File: src/rtl/posp_pkg.sv
// ----------------------------------------------------------------------------
// posp_pkg
// Shared types and constants of the pulse oximeter sample processor.
// ----------------------------------------------------------------------------
`default_nettype none

package posp_pkg;

	// Default depth of the beat rate history
	localparam int HISTORY_DEPTH_DEF = 8;

	// Configuration register indexes
	typedef enum logic [2:0] {
		REG_FINGER_THRESHOLD  = 3'd0,
		REG_LED_CURRENT_RATIO = 3'd1,
		REG_SPO2_OFFSET       = 3'd2,
		REG_SPO2_SLOPE        = 3'd3,
		REG_SPO2_UPPER        = 3'd4,
		REG_SPO2_LOWER        = 3'd5,
		REG_SPO2_SMOOTHING    = 3'd6
	} cfg_addr_t;

	// Register reset values
	localparam logic [17:0] FINGER_THRESHOLD_RST  = 18'd15000;
	localparam logic [11:0] LED_CURRENT_RATIO_RST = 12'd2458;
	localparam logic [15:0] SPO2_OFFSET_RST       = 16'd28160;
	localparam logic [15:0] SPO2_SLOPE_RST        = 16'd6400;
	localparam logic [14:0] SPO2_UPPER_RST        = 15'd25600;
	localparam logic [14:0] SPO2_LOWER_RST        = 15'd17920;
	localparam logic [7:0]  SPO2_SMOOTHING_RST    = 8'd230;

	// Pulse tracking constants (Q18.8 where a level)
	localparam logic [25:0] ENVELOPE_RST = 26'd256;
	localparam logic [25:0] SEED_LIMIT   = 26'd256;
	localparam logic [31:0] THR_MIN      = 32'd30720;
	localparam logic [31:0] BPM_NUMER    = 32'd15360000;
	localparam logic [31:0] INTERVAL_MIN = 32'd334;
	localparam logic [31:0] INTERVAL_MAX = 32'd1499;
	localparam logic [31:0] TIMEOUT_MS   = 32'd5000;
	localparam logic [15:0] SMOOTH_SEED  = 16'd256;

	typedef struct packed {
		logic [17:0] finger_threshold;
		logic [11:0] led_current_ratio;
		logic [15:0] spo2_offset;
		logic [15:0] spo2_slope;
		logic [14:0] spo2_upper;
		logic [14:0] spo2_lower;
		logic [7:0]  spo2_smoothing;
	} cfg_t;

	// One classified sample in the queue
	typedef struct packed {
		logic [31:0] time_ms;
		logic [17:0] ir_sample;
		logic [17:0] red_sample;
		logic        finger;
	} item_t;

endpackage

`default_nettype wire

File: src/rtl/posp_front.sv
// ----------------------------------------------------------------------------
// posp_front
// Accepts sample transactions, unpacks them and marks finger presence.
// ----------------------------------------------------------------------------
`default_nettype none

module posp_front import posp_pkg::*; (
	input  wire logic        s_axis_tvalid,
	output logic             s_axis_tready,
	input  wire logic [71:0] s_axis_tdata,
	input  wire cfg_t        cfg,
	input  wire logic        q_full,
	output logic             q_push,
	output item_t            q_item
);

	// Hold off while the queue is full
	assign s_axis_tready = !q_full;
	assign q_push        = s_axis_tvalid && !q_full;

	// Unpack and classify
	always_comb begin
		q_item.red_sample = s_axis_tdata[17:0];
		q_item.ir_sample  = s_axis_tdata[35:18];
		q_item.time_ms    = s_axis_tdata[67:36];
		q_item.finger     = s_axis_tdata[35:18] >= cfg.finger_threshold;
	end

endmodule

`default_nettype wire

File: config.mk
export PLATFORM = sky130hd
export DESIGN_NAME = posp_front
export DESIGN_NICKNAME = d
export VERILOG_FILES = /design/src/rtl/posp_pkg.sv /design/src/rtl/posp_front.sv
export SDC_FILE = /design/constraint.sdc
export NUM_CORES = 1
export LEC_CHECK = 0
export ABC_CLOCK_PERIOD_IN_PS = 1600
export BUFFER_PORTS_ARGS = -buffer_cell sky130_fd_sc_hd__buf_2
export CORE_AREA = 3 3 95 97
export DETAILED_ROUTE_END_ITERATION = 7
export DIE_AREA = 0 0 98 100
export PLACE_DENSITY = 0.59
export SKIP_LAST_GASP = 1
export SLEW_MARGIN = 20
export SYNTH_ARGS = -nofsm -noshare
export SYNTH_HDL_FRONTEND = slang
export SYNTH_SLANG_ARGS = --single-unit
File: constraint.sdc
create_clock -name vclk -period 1.6
set_clock_uncertainty 0.1 [all_clocks]
set_input_delay 0.16 -clock vclk [all_inputs]
set_output_delay 0.16 -clock vclk [all_outputs]
set_load 0.03 [all_outputs]
### After elaboration in Yosys (flattened, before gate mapping)

Index checks and enable logic that the tools add are counted.

| operators by class | value |
|---|---|
| magnitude comparators | 1 |
| reduce and logical (&&, ||, !) cells | 2 |

Operators with widths:

| operator | count |
|---|---|
| $ge 18x18->1 | 1 |
| $logic_and 1x1->1 | 1 |
| $logic_not 1->1 | 1 |

| word-level totals | value |
|---|---|
| flip-flop bits (word level) | 0 |
| input port bits | 174 |
| output and inout bits | 71 |

### Logic depth before layout (Yosys ltp)

| logic depth | value |
|---|---|
| depth after elaboration | 2 |
| mapped depth | 7 |
| depth with buffers taken out | 7 |

### Worst setup path after synthesis

Ideal clock, no wire load.

| timing | value |
|---|---|
| kind | in2out |
| start point | in cfg[85] in the netlist's numbering |
| end point | out q_item[0] in the netlist's numbering |
| cell stages on the path | 7 |
| path buffers | 0 |
| arrival time | 1304 ps |
| setup slack | 36 ps |
| data required time | 1340 ps |
| cells stage by stage | inv_1 ha_1 a21o_1 a21oi_1 nor3b_1 nor3_1 o21ai_1 |

RTL lines:

| what | line | source |
|---|---|---|
| start: declaration | posp_front.sv:11 | `input wire cfg_t cfg,` |
| end: declaration | posp_front.sv:14 | `output item_t q_item` |

==> impl_metrics.ini <==
[outcome]
status = finished, violations left
violations = setup timing

[floorplan]
ios = 245
dieArea_um2 = 9800
rows = 33
die-height_um = 100
fp.coreArea_um2 = 8220
start_util_pct = 11.9
die_x_um = 98

[synth]
ys_warn_count = 0
syn_area_um2 = 977
synth.most_common_cell = buf_4
avgSynthCellArea_um2 = 7.46
synth_nets = 323
yosysTopAreaCell = buf_4
ys_types = 18
syn_inst = 131
yosysTopAreaCellShare_pct = 52.2
synth.top_cells.by_count = buf_4 (68), inv_1 (19), ha_1 (18)
ys_top_cells_by_area = buf_4 (52%), ha_1 (23%), inv_1 (7.3%), a21oi_1 (2.6%), a21o_1 (2.3%)
seq_area_frac_synth_pct = 0

[worst_setup_path]
crit_required_ps = 1340
cp_slowest_cell = ha_1
crit_type = input pin to primary output
max_stage_delay_ps = 290
start_kind = input pin
crit_chain = buf_2, ha_1, nand4_1, nor3b_2, nor3_1, buf_4, o21ai_2, buf_6
cp-end-kind = primary output
crit_arrival_ps = 1400
cp_max_fo = 2

[timing]
period_minus_slack_ps = 1660
rsz0062_at_grt = true
relSlewSlack_pct = 85.7
finalSetupViolations = 1
fin_setup_tns_ps = -56.9
slew_violations = 0
fin_crit_sh_pct = 104
tightest_slew_ps = 215
setup_ws_ps = -56.9
clock.fmax_mhz = 604
final_hold_viol_count = 0

[power]
swShare_pct = 54.6
ir_drop_v = 0.0000461
cellPowerDensity_nw_per_um2 = 288
combPwrFrac_pct = 100.0
p_seq_share_pct = 0
leakagePower_nw = 0.566
p_total_mw = 0.289
p_sw_mw = 0.158
power.internal_mw = 0.131
clockPowerShare_pct = 0

[hold_path]
hp-class = input pin to primary output
holdPathEnd = q_item[46]
min_from = s_axis_tdata[45]
min_path_cells = 0

[finish]
stdcell_count = 230
seq_cell_count = 0
regArea_um2 = 0
n_antenna_cell = 0
areaGrowthSynthToFinish_pct = 2.69
utilization_pct = 12.2
fillerInstances = 952
multi_input_area_um2 = 453
finalNetCount = 319
drive_above_1_share_pct = 59.2
nClkBuffers = 0

[flow_run]
maxCapViolCount = 0

[placement]
post-place-cells = 230
dp_hpwl_mm = 2.66
dp_worst_setup_slack_ps = -244
port_buffers = 59
place.gp.congestion = 0.734

[detailed_routing]
drtAntennaViolNets = 0
routed_wl_mm = 2.83
wire_per_inst_um = 12.3
vias_per_cell = 3.09
vias = 710
first_iter_violations = 4
drc = 0
dr.pass1.iters = 2

[global_routing]
grt_overflow = 0
grt_first_pass_wirelength_mm = 4.02
grt_max_degree = 4
grtUsageTotal_pct = 5.24
antenna_found_initial = 0
grt_pass1_vias = 724

[clock_tree]
hold_buffers = 0
post_cts_buffers = 0
-- per-layer routing --
layer | routed length [µm] | vias up | share of wire [%] | global-route usage, %
met5 | 0 | - | 0 | 0
met4 | 168 | 0 | 5.9 | 3.09
met3 | 753 | 18 | 27 | 4.59
met2 | 1160 | 62 | 41 | 8.64
met1 | 739 | 290 | 26 | 4.18
li1 | - | 340 | - | -
-- worst max-delay path, delay by kind of cell --
| kind | cells | cell delay (ps) |
|---|---|---|
| adder cells (fa/ha/maj) | 1 | 290 |
| AND/OR/NAND/NOR | 3 | 410 |
| buffers and inverters | 3 | 400 |
| AO/OA/AOI/OAI | 1 | 140 |
-- worst max path at each step --
stage | start | endpoint | slack [ps]
finish | s_axis_tdata[25] | q_item[0] | -60
global route | s_axis_tdata[27] | q_item[0] | -160
CTS | s_axis_tdata[18] | q_item[0] | -70
detailed placement | s_axis_tdata[18] | q_item[0] | -240
global placement | s_axis_tdata[18] | q_item[0] | -220
floorplan | cfg[85] | q_item[0] | 40
-- layout make-up --
cell class / count / share of cell area (%)
multi-input combinational: 44 / 45.1
inverter: 19 / 7.36
tap: 105 / 13.1
timing repair buffer: 62 / 34.4
-- power groups by stage --
stage | sequential, mW | clock [mW] | combinational [mW]
6_report | 0 | 0 | 0.289
5_1_grt | 0 | 0 | 0.324
4_1_cts | 0 | 0 | 0.296
2_1_floorplan | 0 | 0 | 0.417
3_3_place_gp | 0 | 0 | 0.259
3_5_place_dp | 0 | 0 | 0.265
-- through the flow --
step / hold slack (ps) / area [µm²]
floorplan: 330 / 977
CTS: 220 / 1000
detailed placement: 220 / 916
finish: 220 / 1000
global route: 220 / 1000
global placement: 220 / 916
-- placed cells by master (no fill, tap or decap), drive strengths merged --
cell type  synthesis  layout
buf               68      62
inv               19      19
ha                18      18
a21oi              5       5
nand2              4       4
a21o               3       3
o21ai              3       3
nor3               2       2
and4               1       1
nor2               1       1
a41oi              1       1
nand4              1       1
nand2b             1       1
a211oi             1       1
nor3b              1       1
a221oi             1       1
nor2b              1       1
-- cell families after synthesis --
group / count (synthesis) / share of synthesized area, %
simple gates: 12 / 7.30
fa+ha+maj: 18 / 23.0
buf+inv: 87 / 59.5
compound gates: 14 / 10.1
-- timing repair --
action / in CTS / in global routing
endpoints found under the setup margin: 1 / 1
pin swaps: 10 / 0
resized for setup: 17 / 0
(Power assumes the default switching activity.)
