File: config.mk
export PLATFORM = sky130hd
export DESIGN_NAME = posp_queue
export DESIGN_NICKNAME = d
export VERILOG_FILES = /design/src/rtl/posp_pkg.sv /design/src/rtl/posp_queue.sv
export SDC_FILE = /design/constraint.sdc
export NUM_CORES = 1
export LEC_CHECK = 0
export BUFFER_PORTS_ARGS = -buffer_cell sky130_fd_sc_hd__buf_2
export CAP_MARGIN = 10
export CORE_AREA = 8 8 130 132
export DETAILED_ROUTE_END_ITERATION = 12
export DIE_AREA = 0 0 138 140
export SLEW_MARGIN = 40
export SYNTH_ARGS = -nofsm -noshare
export SYNTH_HDL_FRONTEND = slang
export SYNTH_SLANG_ARGS = --single-unit
export TNS_END_PERCENT = 100
File: constraint.sdc
create_clock -name clk -period 6.6 [get_ports clk]
set_input_delay 1.32 -clock clk [delete_from_list [all_inputs] [get_ports clk]]
set_output_delay 1.32 -clock clk [all_outputs]
set_load 0.1 [all_outputs]
File: src/rtl/posp_pkg.sv
// ----------------------------------------------------------------------------
// posp_pkg
// Shared types and constants of the pulse oximeter sample processor.
// ----------------------------------------------------------------------------
`default_nettype none

package posp_pkg;

	// Default depth of the beat rate history
	localparam int HISTORY_DEPTH_DEF = 8;

	// Configuration register indexes
	typedef enum logic [2:0] {
		REG_FINGER_THRESHOLD  = 3'd0,
		REG_LED_CURRENT_RATIO = 3'd1,
		REG_SPO2_OFFSET       = 3'd2,
		REG_SPO2_SLOPE        = 3'd3,
		REG_SPO2_UPPER        = 3'd4,
		REG_SPO2_LOWER        = 3'd5,
		REG_SPO2_SMOOTHING    = 3'd6
	} cfg_addr_t;

	// Register reset values
	localparam logic [17:0] FINGER_THRESHOLD_RST  = 18'd15000;
	localparam logic [11:0] LED_CURRENT_RATIO_RST = 12'd2458;
	localparam logic [15:0] SPO2_OFFSET_RST       = 16'd28160;
	localparam logic [15:0] SPO2_SLOPE_RST        = 16'd6400;
	localparam logic [14:0] SPO2_UPPER_RST        = 15'd25600;
	localparam logic [14:0] SPO2_LOWER_RST        = 15'd17920;
	localparam logic [7:0]  SPO2_SMOOTHING_RST    = 8'd230;

	// Pulse tracking constants (Q18.8 where a level)
	localparam logic [25:0] ENVELOPE_RST = 26'd256;
	localparam logic [25:0] SEED_LIMIT   = 26'd256;
	localparam logic [31:0] THR_MIN      = 32'd30720;
	localparam logic [31:0] BPM_NUMER    = 32'd15360000;
	localparam logic [31:0] INTERVAL_MIN = 32'd334;
	localparam logic [31:0] INTERVAL_MAX = 32'd1499;
	localparam logic [31:0] TIMEOUT_MS   = 32'd5000;
	localparam logic [15:0] SMOOTH_SEED  = 16'd256;

	typedef struct packed {
		logic [17:0] finger_threshold;
		logic [11:0] led_current_ratio;
		logic [15:0] spo2_offset;
		logic [15:0] spo2_slope;
		logic [14:0] spo2_upper;
		logic [14:0] spo2_lower;
		logic [7:0]  spo2_smoothing;
	} cfg_t;

	// One classified sample in the queue
	typedef struct packed {
		logic [31:0] time_ms;
		logic [17:0] ir_sample;
		logic [17:0] red_sample;
		logic        finger;
	} item_t;

endpackage

`default_nettype wire

File: src/rtl/posp_queue.sv
// ----------------------------------------------------------------------------
// posp_queue
// Two-entry queue between the front and the back.
// ----------------------------------------------------------------------------
`default_nettype none

module posp_queue import posp_pkg::*; (
	input  wire logic  clk,
	input  wire logic  arst_n,
	input  wire logic  push,
	input  wire item_t push_item,
	output logic       full,
	input  wire logic  pop,
	output logic       valid,
	output item_t      head
);

	item_t      mem_q [2];
	logic       wr_q;
	logic       rd_q;
	logic [1:0] cnt_q;

	assign full  = cnt_q == 2'd2;
	assign valid = cnt_q != 2'd0;
	assign head  = mem_q[rd_q];

	// Store entries
	always_ff @(posedge clk) begin
		if (push) begin
			mem_q[wr_q] <= push_item;
		end
	end

	// Advance pointers and count
	always_ff @(posedge clk or negedge arst_n) begin
		if (!arst_n) begin
			wr_q  <= 1'b0;
			rd_q  <= 1'b0;
			cnt_q <= '0;
		end else begin
			if (push) begin
				wr_q <= !wr_q;
			end
			if (pop) begin
				rd_q <= !rd_q;
			end
			cnt_q <= 2'(cnt_q + {1'b0, push} - {1'b0, pop});
		end
	end

endmodule

`default_nettype wire

======== After elaboration in Yosys (flattened, before gate mapping) ========
Memory sizes are Yosys's and may differ from the RTL's.
Index checks and enable logic that the tools add are counted.
word-level totals
  memories kept ........................... 1
  logic and storage cells ................. 12
  memory bits (writable) .................. 138
  input port bits ......................... 73
  flip-flop bits (word level) ............. 4
memories
  name   depth  bits a word  rd ports  clocked after Yosys merged registers in  wr ports  RTL line          RTL
  mem_q  2      69           1         0                                        1         posp_queue.sv:18  item_t mem_q [2];
cells by class
  equal/unequal tests ..................... 1
  reduce and logical (&&, ||, !) cells .... 3
  add/subtract/negate cells ............... 2
  multiplexer cells ....................... 2
operators with widths
  operator            number
  $add 2x1->2         1
  $eq 2x2->1 const B  1
  $logic_not 1->1     2
  $mux 1              2
  $reduce_bool 2->1   1
  $sub 2x1->2         1

======== Longest topological paths before layout ========
  depth after elaboration ................. 2
  mapped depth ............................ 5

======== Least setup slack after synthesis ========
No wires, ideal clock.
  path kind ............................... input -> register
  start point ............................. in push
  end point ............................... mem mem_q[0][0] (netlist bit) (enable)
  stages on the path ...................... 1
  data required time ...................... 6.095 ns
  path slack .............................. 1.747 ns
  path buffers ............................ 0
  data arrival time ....................... 4.348 ns
  cells stage by stage .................... nor2b_1
between the ends
  cells in the longest elaborated chain, start to end .. 2
ends and longest elaborated chain
  item                          RTL line          RTL
  start: declaration            posp_queue.sv:10  input wire logic push,
  $mux 1                        posp_queue.sv:29  if (push) begin
  $mux 1 (not written as such)  posp_queue.sv:30  mem_q[wr_q] <= push_item;
  end: declaration              posp_queue.sv:18
No other way between the ends.

==> impl_metrics.tcl <==
set metrics [dict create \
    post_cts_buffers 0 \
    die-height_um 140 \
    vias 2632 \
    rsz0062_at_grt "false" \
    path_clk_slew_ns 0.06 \
    viasPerCell 4.47 \
    synth_top_area_share_pct 74.9 \
    cp-end-kind "output port" \
    firstDrtPassIters 5 \
    slew_violations 0 \
    dp_hpwl_um 7000 \
    cts_buffers 17 \
    worstSkewPairLatency_ns 0.41 \
    coreArea_um2 14900 \
    io_pins 144 \
    fin_skew_ns 0.00563 \
    crit_type "reg2out" \
    fin_crit_ns 4.01 \
    synth-seq-cells 142 \
    final_layout_size_suffix_gt1_share_pct 61.8 \
    max_freq_mhz 249 \
    dpl_cell_area_um2 6410 \
    start_kind "register" \
    finalNetCount 463 \
    crit_fanout 36 \
    synth.distinct_cells 12 \
    synth_edf_count 138 \
    dieArea_um2 19300 \
    worstHoldPathType "reg2reg" \
    synth_most_common_cell "edfxtp_1" \
    post_synth.cell_area_avg_um2 24.0 \
    cts_max_path_buffers 2 \
    required_ns 5.28 \
    cp.arrival_ns 2.69 \
    start_util_pct 37.2 \
    htreeDepth 4 \
    die_w_um 138 \
    drt_iter0_drc 105 \
    syn-num-nets 305 \
    setup_tns_ns 0 \
    max_slew.worst_pin.slew_ns 0.689 \
    n_antenna_cell 0 \
    gp_congestion 0.658 \
    overflow 0 \
    synth-main-ff-cell "edfxtp_1" \
    clockRootBuffer "clkbuf_16" \
    finalHoldViolations 0 \
    slew_headroom_pct 54.0 \
    grt_pass1_vias 2989 \
    drc 0 \
    max-cap-violations 0 \
    cts_sinks 142 \
    postLayoutCellArea_um2 6990 \
    synthTopCellsByArea "edfxtp_1 75%, mux2_4 19%, buf_12 2.5%" \
    ant_nets 0 \
    grt_pass1_wl_um 16100 \
    status "finished, final reports clean" \
    synth_top_cells_by_count "138 x edfxtp_1, 69 x mux2_4, 7 x buf_12, 4 x dfrtp_1" \
    wl_per_cell_um 17.5 \
    yosys_warnings 0 \
    synthCells 230 \
    setup_violations 0 \
    period_share_pct 60.8 \
    antenna_found_initial 0 \
    portBuffers 143 \
    cts_tree "done" \
    ctsResizeCount 0 \
    synth-seq-area-share_pct 76.7 \
    yosys.area.top_type "edfxtp_1" \
    grtUsageTotal_pct 10.9 \
    syn_area_um2 5530 \
    cts_hold_buf 0 \
    synth_async_sr_flop_share_pct 2.82 \
    wirelength_um 10300 \
    core.rowCount 45 \
    grt_start_max_net_pins 39 \
    area.growth.synth_to_final_pct 26.3 \
]
==> critical path, cell delays in order (launching register included) <==
cell and delay (ns):
dfrtp_4 0.86, buf_4 0.68, mux2_4 0.28, buf_2 0.42
==> per-layer routing <==
layer | vias to the layer above | global-route usage [%] | routed length, um
met5 | - | 0 | 0
met4 | 0 | 5.84 | 150
li1 | 1229 | - | -
met1 | 1296 | 12.0 | 4260
met2 | 93 | 17.5 | 5230
met3 | 14 | 4.56 | 686
==> placed cells by master (no fill, tap or decap), types with 3 or more instances in the layout <==
cell,netlist,layout
clkinv_1,0,3
mux2_4,69,69
dfrtp_1,4,3
clkinv_2,0,5
buf_2,0,143
bufinv_16,0,3
edfxtp_1,138,138
clkbuf_16,0,17
==> metrics by stage <==
stage          cells  hold slack [ns]  setup WS, ns  utilization, %
2_1_floorplan    230            0.455          1.75               -
3_3_place_gp     555            0.529          2.97            42.8
3_5_place_dp     557            0.544          2.94            43.1
4_1_cts          589            0.558          2.49            47.0
5_1_grt          589            0.592          2.43            47.0
6_report         589            0.563          2.59            47.0
==> state kept, by name (all words and copies together), names as in the netlist <==
name and count:
mem_q 138, cnt_q 2, rd_q 1, wr_q 1
==> kinds of logic (layout without fill, tap and decap cells) <==
family	after synthesis	after routing	share of synthesized area, %
XOR/XNOR	3	3	0.747
flip-flops	142	142	76.7
multiplexers	69	69	18.7
adder cells (fa/ha/maj)	2	2	0.452
buffers and inverters	10	181	2.87
AND/OR/NAND/NOR	4	4	0.453
==> cell type report <==
| cell class | count | area, um2 |
|---|---|---|
| Fill cell | 1297 | 7880 |
| Sequential cell | 142 | 4250 |
| Multi-Input combinational cell | 78 | 1140 |
| Timing Repair Buffer | 147 | 778 |
| Clock buffer | 18 | 429 |
| Tap cell | 188 | 235 |
| Clock inverter | 14 | 150 |
| Inverter | 2 | 7.51 |
==> final timing paths <==
kind	start	endpoint	slack, ns	depth (start not counted)
worst max-delay path	rd_q$_DFFE_PN0P_	head[11]	2.59	3
worst min-delay path	wr_q$_DFFE_PN0P_	wr_q$_DFFE_PN0P_	0.56	1
worst max register to register	wr_q$_DFFE_PN0P_	mem_q[0][62]$_DFFE_PP_	4.73	2
worst min register to register	wr_q$_DFFE_PN0P_	wr_q$_DFFE_PN0P_	0.56	1
max in group asynchronous	arst_n	rd_q$_DFFE_PN0P_	5.76	1
min in group asynchronous	arst_n	cnt_q[0]$_DFF_PN0_	0.70	1
Power is left out: the tool's default activity adds up to more than one toggle a clock period on the data nets, which glitch-free logic cannot reach.
